===== config.mk =====
export PLATFORM = sky130hd
export DESIGN_NAME = eeprom_page_split
export DESIGN_NICKNAME = d
export VERILOG_FILES = /design/src/rtl/core/eps_pkg.sv /design/src/rtl/core/eeprom_page_split.sv /design/src/rtl/core/eps_chunk_unit.sv
export SDC_FILE = /design/constraint.sdc
export NUM_CORES = 1
export LEC_CHECK = 0
export BUFFER_PORTS_ARGS = -buffer_cell sky130_fd_sc_hd__buf_2
export CAP_MARGIN = 20
export CORE_MARGIN = 2
export CORE_UTILIZATION = 30
export CTS_CLUSTER_SIZE = 10
export DETAILED_ROUTE_END_ITERATION = 6
export MAX_ROUTING_LAYER = met4
export SETUP_SLACK_MARGIN = 0.3
export SLEW_MARGIN = 10
export SYNTH_ARGS = -nofsm -noshare
export SYNTH_HDL_FRONTEND = slang
export SYNTH_SLANG_ARGS = --single-unit

===== constraint.sdc =====
create_clock -name clk -period 4.8 [get_ports clk]
set_clock_uncertainty 0.05 [all_clocks]
set_input_delay 0.96 -clock clk [delete_from_list [all_inputs] [get_ports clk]]
set_output_delay 0.96 -clock clk [all_outputs]
set_load 0.005 [all_outputs]

===== src/rtl/core/eps_pkg.sv =====
// Shared types and constants for the EEPROM page splitter.
package eps_pkg;

    localparam int ADDR_W = 12;
    localparam int LEN_W  = 9;
    localparam int CNT_W  = 6;

    localparam logic [ADDR_W-1:0] START_LIMIT = 12'd1024;
    localparam int                MAX_CHUNKS  = 64;
    localparam logic [7:0]        BASE_RESET  = 8'd160;

    typedef logic [1:0] status_t;
    localparam status_t STATUS_OK      = 2'd0;
    localparam status_t STATUS_BAD_ADDR = 2'd1;
    localparam status_t STATUS_RANGE   = 2'd2;

    typedef enum logic {
        ST_IDLE,
        ST_EMIT
    } state_t;

    typedef struct packed {
        logic [LEN_W-1:0]  len;
        logic [ADDR_W-1:0] left_next;
        logic              last;
    } chunk_t;

endpackage


===== src/rtl/core/eeprom_page_split.sv =====
// Top level: EEPROM request checker and page-boundary chunk splitter.
// The request is registered into the working registers, then each result into the output registers.
// Throughput: one result per cycle while out_stall is low; in_stall stays high from
//   acceptance of a request until its last result is loaded (a status-only result is single).
// The chunk unit computes one chunk per cycle while out_stall is low; at most 64 chunks per request.
// Reset (rst_n low, asynchronous): idle, no result pending, device_base = 0xA0.
module eeprom_page_split #(
    parameter int PAGE_BYTES   = 16,
    parameter int MEMORY_BYTES = 1024
) (
    input  logic                       clk,
    input  logic                       rst_n,
    input  logic                       cfg_valid,
    output logic                       cfg_ready,
    input  logic [7:0]                 device_base,
    input  logic                       in_valid,
    output logic                       in_stall,
    input  logic                       kind,
    input  logic [eps_pkg::ADDR_W-1:0] start_address,
    input  logic [eps_pkg::ADDR_W-1:0] byte_count,
    output logic                       out_valid,
    input  logic                       out_stall,
    output logic                       kind_out,
    output logic [1:0]                 status,
    output logic [7:0]                 chunk_dev,
    output logic [7:0]                 chunk_word,
    output logic [eps_pkg::LEN_W-1:0]  chunk_length,
    output logic [eps_pkg::ADDR_W-1:0] buffer_offset,
    output logic                       last
);

    localparam int SUM_W = eps_pkg::ADDR_W + 1;

    eps_pkg::state_t            state_reg, state_next;
    logic [7:0]                 base_reg, base_next;
    logic                       kind_reg, kind_next;
    eps_pkg::status_t           stat_reg, stat_next;
    logic [eps_pkg::ADDR_W-1:0] addr_reg, addr_next;
    logic [eps_pkg::ADDR_W-1:0] left_reg, left_next;
    logic [eps_pkg::ADDR_W-1:0] off_reg, off_next;
    logic [eps_pkg::CNT_W-1:0]  cnt_reg, cnt_next;

    logic                       ov_reg, ov_next;
    logic                       okind_reg, okind_next;
    eps_pkg::status_t           ostat_reg, ostat_next;
    logic [7:0]                 odev_reg, odev_next;
    logic [7:0]                 oword_reg, oword_next;
    logic [eps_pkg::LEN_W-1:0]  olen_reg, olen_next;
    logic [eps_pkg::ADDR_W-1:0] ooff_reg, ooff_next;
    logic                       olast_reg, olast_next;

    eps_pkg::chunk_t            chunk;
    logic [SUM_W-1:0]           end_sum;
    logic                       load;

    eps_chunk_unit #(
        .PAGE_BYTES(PAGE_BYTES)
    ) u_chunk (
        .addr (addr_reg),
        .left (left_reg),
        .cnt  (cnt_reg),
        .chunk(chunk)
    );

    assign cfg_ready      = 1'b1;
    assign in_stall       = (state_reg != eps_pkg::ST_IDLE);
    assign out_valid      = ov_reg;
    assign kind_out       = okind_reg;
    assign status         = ostat_reg;
    assign chunk_dev      = odev_reg;
    assign chunk_word     = oword_reg;
    assign chunk_length   = olen_reg;
    assign buffer_offset  = ooff_reg;
    assign last           = olast_reg;

    always_ff @(posedge clk or negedge rst_n)
    begin
        if (!rst_n)
        begin
            state_reg <= eps_pkg::ST_IDLE;
            base_reg  <= eps_pkg::BASE_RESET;
            ov_reg    <= 1'b0;
        end
        else
        begin
            state_reg <= state_next;
            base_reg  <= base_next;
            ov_reg    <= ov_next;
        end
    end

    always_ff @(posedge clk)
    begin
        kind_reg  <= kind_next;
        stat_reg  <= stat_next;
        addr_reg  <= addr_next;
        left_reg  <= left_next;
        off_reg   <= off_next;
        cnt_reg   <= cnt_next;
        okind_reg <= okind_next;
        ostat_reg <= ostat_next;
        odev_reg  <= odev_next;
        oword_reg <= oword_next;
        olen_reg  <= olen_next;
        ooff_reg  <= ooff_next;
        olast_reg <= olast_next;
    end

    always_comb
    begin
        state_next = state_reg;
        base_next  = base_reg;
        kind_next  = kind_reg;
        stat_next  = stat_reg;
        addr_next  = addr_reg;
        left_next  = left_reg;
        off_next   = off_reg;
        cnt_next   = cnt_reg;
        ov_next    = ov_reg;
        okind_next = okind_reg;
        ostat_next = ostat_reg;
        odev_next  = odev_reg;
        oword_next = oword_reg;
        olen_next  = olen_reg;
        ooff_next  = ooff_reg;
        olast_next = olast_reg;
        end_sum    = SUM_W'(start_address) + SUM_W'(byte_count);
        load       = !ov_reg || !out_stall;

        if (cfg_valid && cfg_ready)
            base_next = device_base;

        if (ov_reg && !out_stall)
            ov_next = 1'b0;

        unique case (state_reg)
            eps_pkg::ST_IDLE:
            begin
                if (in_valid && !in_stall)
                begin
                    kind_next = kind;
                    addr_next = start_address;
                    left_next = byte_count;
                    off_next  = '0;
                    cnt_next  = '0;
                    priority if (start_address > eps_pkg::START_LIMIT)
                        stat_next = eps_pkg::STATUS_BAD_ADDR;
                    else if (end_sum > SUM_W'(MEMORY_BYTES))
                        stat_next = eps_pkg::STATUS_RANGE;
                    else
                        stat_next = eps_pkg::STATUS_OK;
                    state_next = eps_pkg::ST_EMIT;
                end
            end
            eps_pkg::ST_EMIT:
            begin
                if (load)
                begin
                    ov_next    = 1'b1;
                    okind_next = kind_reg;
                    ostat_next = stat_reg;
                    if (stat_reg != eps_pkg::STATUS_OK || left_reg == '0)
                    begin
                        odev_next  = '0;
                        oword_next = '0;
                        olen_next  = '0;
                        ooff_next  = '0;
                        olast_next = 1'b1;
                        state_next = eps_pkg::ST_IDLE;
                    end
                    else
                    begin
                        odev_next  = base_reg | {3'b000, addr_reg[11:8], 1'b0};
                        oword_next = addr_reg[7:0];
                        olen_next  = chunk.len;
                        ooff_next  = off_reg;
                        olast_next = chunk.last;
                        addr_next  = addr_reg + eps_pkg::ADDR_W'(chunk.len);
                        off_next   = off_reg + eps_pkg::ADDR_W'(chunk.len);
                        left_next  = chunk.left_next;
                        cnt_next   = cnt_reg + eps_pkg::CNT_W'(1);
                        if (chunk.last)
                            state_next = eps_pkg::ST_IDLE;
                    end
                end
            end
            default:
            begin
                state_next = eps_pkg::ST_IDLE;
            end
        endcase
    end

endmodule


===== src/rtl/core/eps_chunk_unit.sv =====
// Chunk length unit: page room, clipped length, remaining bytes, last flag.
module eps_chunk_unit #(
    parameter int PAGE_BYTES = 16
) (
    input  logic [eps_pkg::ADDR_W-1:0] addr,
    input  logic [eps_pkg::ADDR_W-1:0] left,
    input  logic [eps_pkg::CNT_W-1:0]  cnt,
    output eps_pkg::chunk_t            chunk
);

    localparam int OFS_W  = $clog2(PAGE_BYTES);
    localparam int ROOM_W = OFS_W + 1;

    logic [ROOM_W-1:0]          room;
    logic [eps_pkg::ADDR_W-1:0] room_ext;
    logic [eps_pkg::ADDR_W-1:0] len_ext;

    always_comb
    begin
        room     = ROOM_W'(PAGE_BYTES) - ROOM_W'(addr[OFS_W-1:0]);
        room_ext = eps_pkg::ADDR_W'(room);
        len_ext  = (left < room_ext) ? left : room_ext;
        chunk.len       = eps_pkg::LEN_W'(len_ext);
        chunk.left_next = left - len_ext;
        chunk.last      = (chunk.left_next == '0) ||
                          (cnt == eps_pkg::CNT_W'(eps_pkg::MAX_CHUNKS - 1));
    end

endmodule


==> results of run 1 <==
final timing paths:
path | start | endpoint | slack (ns) | cells past startpoint
worst min-delay path | rst_n | base_reg[3] | 0.41 | 1
worst max-delay path | addr_reg[0] | addr_reg[9] | 0.46 | 16
min in group clk | kind_reg | kind_out | 0.42 | 0
worst max register to register | addr_reg[0] | addr_reg[9] | 0.46 | 16
max in group asynchronous | rst_n | base_reg[5] | 4.02 | 1
worst min register to register | kind_reg | kind_out | 0.42 | 0
routing by layer:
layer | part of all wire | track usage
met5 | 0 | -
met4 | 0.024 | 0.06357
met3 | 0.034 | 0.01979
met2 | 0.45 | 0.2065
met1 | 0.49 | 0.1824
final cells by class:
type | instances | area (um^2)
inverters | 23 | 86.33
clock buffers | 12 | 277.8
repair buffers | 93 | 498.0
multi-input cells | 372 | 2863
flip-flops and latches | 96 | 2835
fillers | 1872 | 11910
clock inverters | 4 | 31.28
well taps | 260 | 325.3
per-stage QoR:
step	instance area, um^2	util	hold WS [ns]
floorplan	5818	-	0.3503
global placement	6509	0.3456	0.4020
finish	6917	0.3673	0.4145
detailed placement	6509	0.3456	0.4041
global route	6917	0.3673	0.4072
CTS	6832	0.3628	0.4071
kinds of logic after synthesis:
kind of cell	Yosys count	share of synthesized area
other	2	0.001300
DFF	96	0.4908
adders and majority gates	45	0.1027
xor gates and xnor gates	31	0.04700
buffers and inverters	37	0.03401
muxes	37	0.06888
and+or+nand+nor	138	0.1302
AOI/OAI and AO/OA	108	0.1252
layout by cell type, fill, tap and decap left out, types with 13 or more instances in the layout:
cell and instances:
mux2_2 22, and2_1 39, conb_1 13, nor2_1 22
a21oi_1 24, ha_1 40, inv_1 22, buf_4 13
buf_2 80, o21ai_0 17, xnor2_1 22, mux2i_1 13
a21o_1 13, nand2_1 18, o21a_1 13, edfxtp_1 86
critical path, cell delays in order, from the launching register on:
cell and delay, ns:
edfxtp_1 0.43, inv_1 0.12, ha_1 0.27, inv_1 0.11, ha_1 0.23, a21o_1 0.16, a21o_1 0.17, a21o_1 0.19
a211o_4 0.41, buf_4 0.20, mux2_2 0.31, ha_1 0.34, a21oi_2 0.21, o21ai_2 0.11, a2111oi_4 0.42, xnor2_1 0.11
mux2_2 0.27
where the power goes:
group	internal (uW)	total (uW)	switching [uW]	leakage, uW
Sequential	1400	1610	208	0.000943
Combinational	1130	2410	1280	0.00176
Clock	415	735	320	0.000155
Total	2950	4750	1800	0.00286
repair_timing:
action / CTS / global route
pin swaps: 0 / 3
gates cloned: 0 / 0
resized for setup: 2 / 14
endpoints found under the setup margin: 3 / 14
endpoints found under the hold margin: 0 / 0
buffers inserted: 0 / 3
==> key figures, run 1 <==
Timing
  – Final count of hold timing violations: 0
  – Setup TNS: 0 ns
  – Setup violations, final: 0
  – Fin crit share: 0.9049
  – Final worst path period need: 4.344 ns
  – Worst Tran Pin Value: 0.5689 ns
  – Final number of max-transition violations: 0
  – Setup ws final: 0.4563 ns
  – Slew headroom: 0.6109
  – Fmax: 230.2 MHz
  – Unrepaired setup endpoints after global routing: true

Synthesis
  – Top post-synthesis cells by count: edfxtp_1 (86), ha_1 (41), and2_1 (39)
  – Count leader, synth: edfxtp_1
  – Synth Register Bits: 96
  – Part of the Yosys area used for sequential elements: 0.4908
  – Area fraction of the dominant cell type after synthesis: 0.4470
  – Largest area contributor in the netlist: edfxtp_1
  – Cells taking the most area after synthesis: edfxtp_1 (45%), ha_1 (8.9%), mux2_2 (4.3%)
  – Mapped Cells: 494
  – Most used DFF post-synth: edfxtp_1
  – EDFF count, synth: 86
  – Warnings from Yosys: 0
  – Post-synth ARST share: 0.1042
  – Post-Syn Area: 0.005777 mm^2
  – Unique cell type count in the Yosys netlist: 56
  – Mapped Avg Cell Area: 11.69 um^2

Clock tree
  – Maximum level of the CTS H-tree: 3
  – CTS buffer count: 9
  – CTS tree: done
  – Clock Latency Late Sink: 0.35 ns
  – CTS clk-pin slew, worst paths: 0.07 ns
  – Root buffer cell: clkbuf_16
  – Hold buffers post-CTS: 0
  – # clock sinks: 96
  – Longest Clk Path Bufs: 2

Floorplanning
  – Num ports: 82
  – Die extent in x: 142.8 um
  – Vert. Die Dim: 142.8 um
  – Die area: 0.02038 mm^2
  – Core area: 0.01883 mm^2
  – Row cnt: 50
  – Initial Util: 0.3068

Final layout
  – Area delta synth->final: 19.73%
  – N_diodes: 0
  – Fin nets: 678
  – Non-Filler Instances: 860
  – Share of cells above drive strength 1: 0.2450

Global routing
  – First-pass GRT wire length: 20.79 mm
  – Gr ovfl total: 0
  – Antenna violations before repair: 0
  – Vias in the first global route: 4,039
  – Global Route Usage Sum: 0.1369
  – Largest net degree at the start of global routing: 60

Route
  – WL/cell: 15.47 um
  – DRT iter0 DRCs: 278
  – Routed Antenna Nets: 0
  – DRC viols: 0
  – Vias: 4,047
  – Vias per inst: 4.706
  – DRT Wirelength: 13.31 mm
  – Pre-antenna DRT Iters: 4

Placement
  – # placed instances: 841
  – IO buf count: 80
  – Placer Congestion: 0.8862
  – Pre-CTS setup slack: 0.2336 ns
  – Hpwl dp: 10.08 mm

Setup path
  – Req. time, crit path: 4.85 ns
  – WS Path Type: flop to flop
  – Critical Path Start Type: flop
  – Worst setup EP type: flop
  – Worst-path maximum fanout: 8
  – Worst Path Arrival: 4.40 ns

Power
  – Power per Cell Area: 687.4 mW/mm^2
  – Pleak: 0.002859 uW
  – Total power: 4754 uW
  – Peak VDD IR: 0.2387 mV

Status
  – Status: completed

Run
  – Maxcap violations: 0

Hold path
  – Hold WC Path Type: input port to asynchronous set/reset pin
No activity file was read; power rests on OpenSTA's default activity.
==> inputs of run 2 (changes only) <==
Settings changed: CTS_BUF_LIST set to sky130_fd_sc_hd__clkbuf_4.
==> run 2 against run 1 <==
Total power is 6.5% lower. Die area stayed put. Sequential cell count is the same. Fmax is 0.21% higher. Critical path type unchanged. Largest cell class unchanged.
==> key figures, run 2 (same netlist as run 1, synthesis figures left out) <==
Floorplanning
  – Initial Util: 0.3068 (unchanged)
  – Num ports: 82 (unchanged)
  – Die area: 0.02038 mm^2 (unchanged)
  – Core area: 0.01883 mm^2 (unchanged)
  – Row cnt: 50 (unchanged)
  – Die extent in x: 142.8 um (unchanged)
  – Vert. Die Dim: 142.8 um (unchanged)

Placement
  – Placer Congestion: 0.8862 (unchanged)
  – Hpwl dp: 10.08 mm (unchanged)
  – IO buf count: 80 (unchanged)
  – Post-place instance area: 0.006509 mm^2 (unchanged)

Route
  – Routed met2 length: 5.965 mm (-1.3%)
  – DRT Wirelength: 13.23 mm (-0.61%)
  – DR WL met3: 549 um (+23%)
  – Routed Antenna Nets: 0 (unchanged)
  – Vias: 4,038 (-0.22%)
  – M1 WL: 6.388 mm (-1.6%)
  – DRT iter0 DRCs: 303 (+9.0%)
  – Vias per inst: 4.695 (-0.22%)
  – WL/cell: 15.38 um (-0.61%)
  – Highest routed layer: met4
  – Pre-antenna DRT Iters: 4 (unchanged)
  – DRC viols: 0 (unchanged)

Clock tree
  – Longest Clk Path Bufs: 2 (unchanged)
  – CTS clk-pin slew, worst paths: 0.18 ns (+0.11 ns)
  – CTS buffer count: 9 (unchanged)
  – # clock sinks: 96 (unchanged)
  – Hold buffers post-CTS: 0 (unchanged)
  – Maximum level of the CTS H-tree: 3 (unchanged)
  – CTS tree: done
  – Root buffer cell: clkbuf_4
  – Clock Latency Late Sink: 0.47 ns (+0.12 ns)

Setup path
  – Worst setup EP type: flop
  – Cells along the critical path: inv_1 -> ha_1 -> inv_1 -> ha_1 -> a21o_1 -> a21o_1 -> a21o_1 -> a211o_4 -> buf_4 -> mux2_2 -> ha_1 -> a21oi_2 -> o21ai_2 -> a2111oi_4 -> xnor2_1 -> mux2_2
  – WS Path Type: flop to flop
  – CP delay by family, top: compound AO/OA/AOI/OAI gates
  – Slowest stage delay, CP: 0.46 ns (+0.03 ns)
  – Worst-path maximum fanout: 8 (unchanged)
  – Worst path bufs/invs: 3 (unchanged)
  – Critical-path top delay cell: edfxtp_1
  – Critical Path Start Type: flop
  – Req. time, crit path: 5.00 ns (+0.15 ns)
  – Worst Path Arrival: 4.54 ns (+0.14 ns)

Global routing
  – Antenna violations before repair: 1 (+1)
  – Global Route Usage Sum: 0.1356 (-0.001253)
  – First-pass GRT wire length: 20.69 mm (-0.46%)
  – Vias in the first global route: 4,035 (-0.099%)
  – Gr ovfl total: 0 (unchanged)
  – Largest net degree at the start of global routing: 60 (unchanged)

Timing
  – Final number of max-transition violations: 0 (unchanged)
  – Setup TNS: 0 ns (unchanged)
  – Fin crit share: 0.9030 (-0.001934)
  – Setup violations, final: 0 (unchanged)
  – Slew headroom: 0.6288 (+0.01791)
  – Final count of hold timing violations: 0 (unchanged)
  – Unrepaired setup endpoints after global routing: true
  – Fmax: 230.7 MHz (+0.21%)
  – Final worst path period need: 4.334 ns (-0.009285 ns)
  – Worst Tran Pin Value: 0.5427 ns (-0.02618 ns)

Power
  – Sequential share of power: 0.361 (+0.023)
  – Internal power: 2677 uW (-9.2%)
  – Net load switching power: 1767 uW (-2.1%)
  – Clock power share: 0.100 (-0.055)
  – Gate power share: 0.539 (+0.032)
  – Sw Ratio: 0.3976 (+0.01801)
  – Pleak: 0.002776 uW (-2.9%)
  – Peak VDD IR: 0.2027 mV (-15%)
  – Power per Cell Area: 659.4 mW/mm^2 (-4.1%)
  – Total power: 4444 uW (-6.5%)

Final layout
  – Multi-input logic area: 0.002863 mm^2 (unchanged)
  – Most common cell after layout, fill and taps aside: edfxtp_1
  – Fin nets: 677 (-0.15%)
  – Share of cells above drive strength 1: 0.2404 (-0.004599)
  – Commonest non-fill, non-tap cells in the layout: edfxtp_1 (86), buf_2 (80), ha_1 (40), and2_1 (39), a21oi_1 (24)
  – Area delta synth->final: 16.66%
  – Design area: 0.006739 mm^2 (-2.6%)
  – Register Area: 0.002835 mm^2 (unchanged)
  – Fillers: 1,896 (+1.3%)

Status
  – Status: completed

Hold path
  – Hold WC Path Type: input port to asynchronous set/reset pin

Run
  – Maxcap violations: 0 (unchanged)
## run 2: power groups by stage
stage	registers [uW]	clock network [uW]	logic [uW]
final	1600	446	2400
after global routing	1650	491	2680
after CTS	1610	462	2310
after detailed placement	1630	0	2260
after global placement	1620	0	2220
after floorplan	1580	0	1660
## run 2: per-layer routing
metal  GRT usage  vias up
met5           -        -
met4     0.05888        0
met3     0.01878       20
met2      0.2055      105
met1      0.1822     1895
li1            -     2018
## run 2: what timing repair did
item                                    CTS  global route
gates resized for setup                   2            14
pin swaps                                 0             2
endpoints found under the setup margin    3            13
buffers inserted                          1             1
## run 2: through the flow
stage	setup slack [ns]	util	cells	hold slack [ns]
after floorplan	0.3719	-	505	0.3503
after global placement	0.3482	0.3456	841	0.4020
after detailed placement	0.2336	0.3456	841	0.4041
after CTS	0.3053	0.3544	858	0.2366
after global routing	0.2742	0.3579	860	0.2242
final	0.4656	0.3579	860	0.2449
## run 2: final timing paths
kind	end	start	slack, ns	cells after the start
setup / recovery	addr_reg[9]	addr_reg[0]	0.47	16
hold / removal	base_reg[3]	rst_n	0.24	1
setup reg to reg	addr_reg[9]	addr_reg[0]	0.47	16
hold reg to reg	kind_out	kind_reg	0.44	0
max in group asynchronous	base_reg[5]	rst_n	4.19	1
min in group clk	kind_out	kind_reg	0.44	0
## run 2: final cells by class
class | instances | share of cell area
Antenna cell | 1 | 0.0003713
Clock buffer | 9 | 0.01003
Clock inverter | 7 | 0.01021
Inverter | 23 | 0.01281
Multi-Input combinational cell | 372 | 0.4248
Sequential cell | 96 | 0.4207
Tap cell | 260 | 0.04827
Timing Repair Buffer | 92 | 0.07278
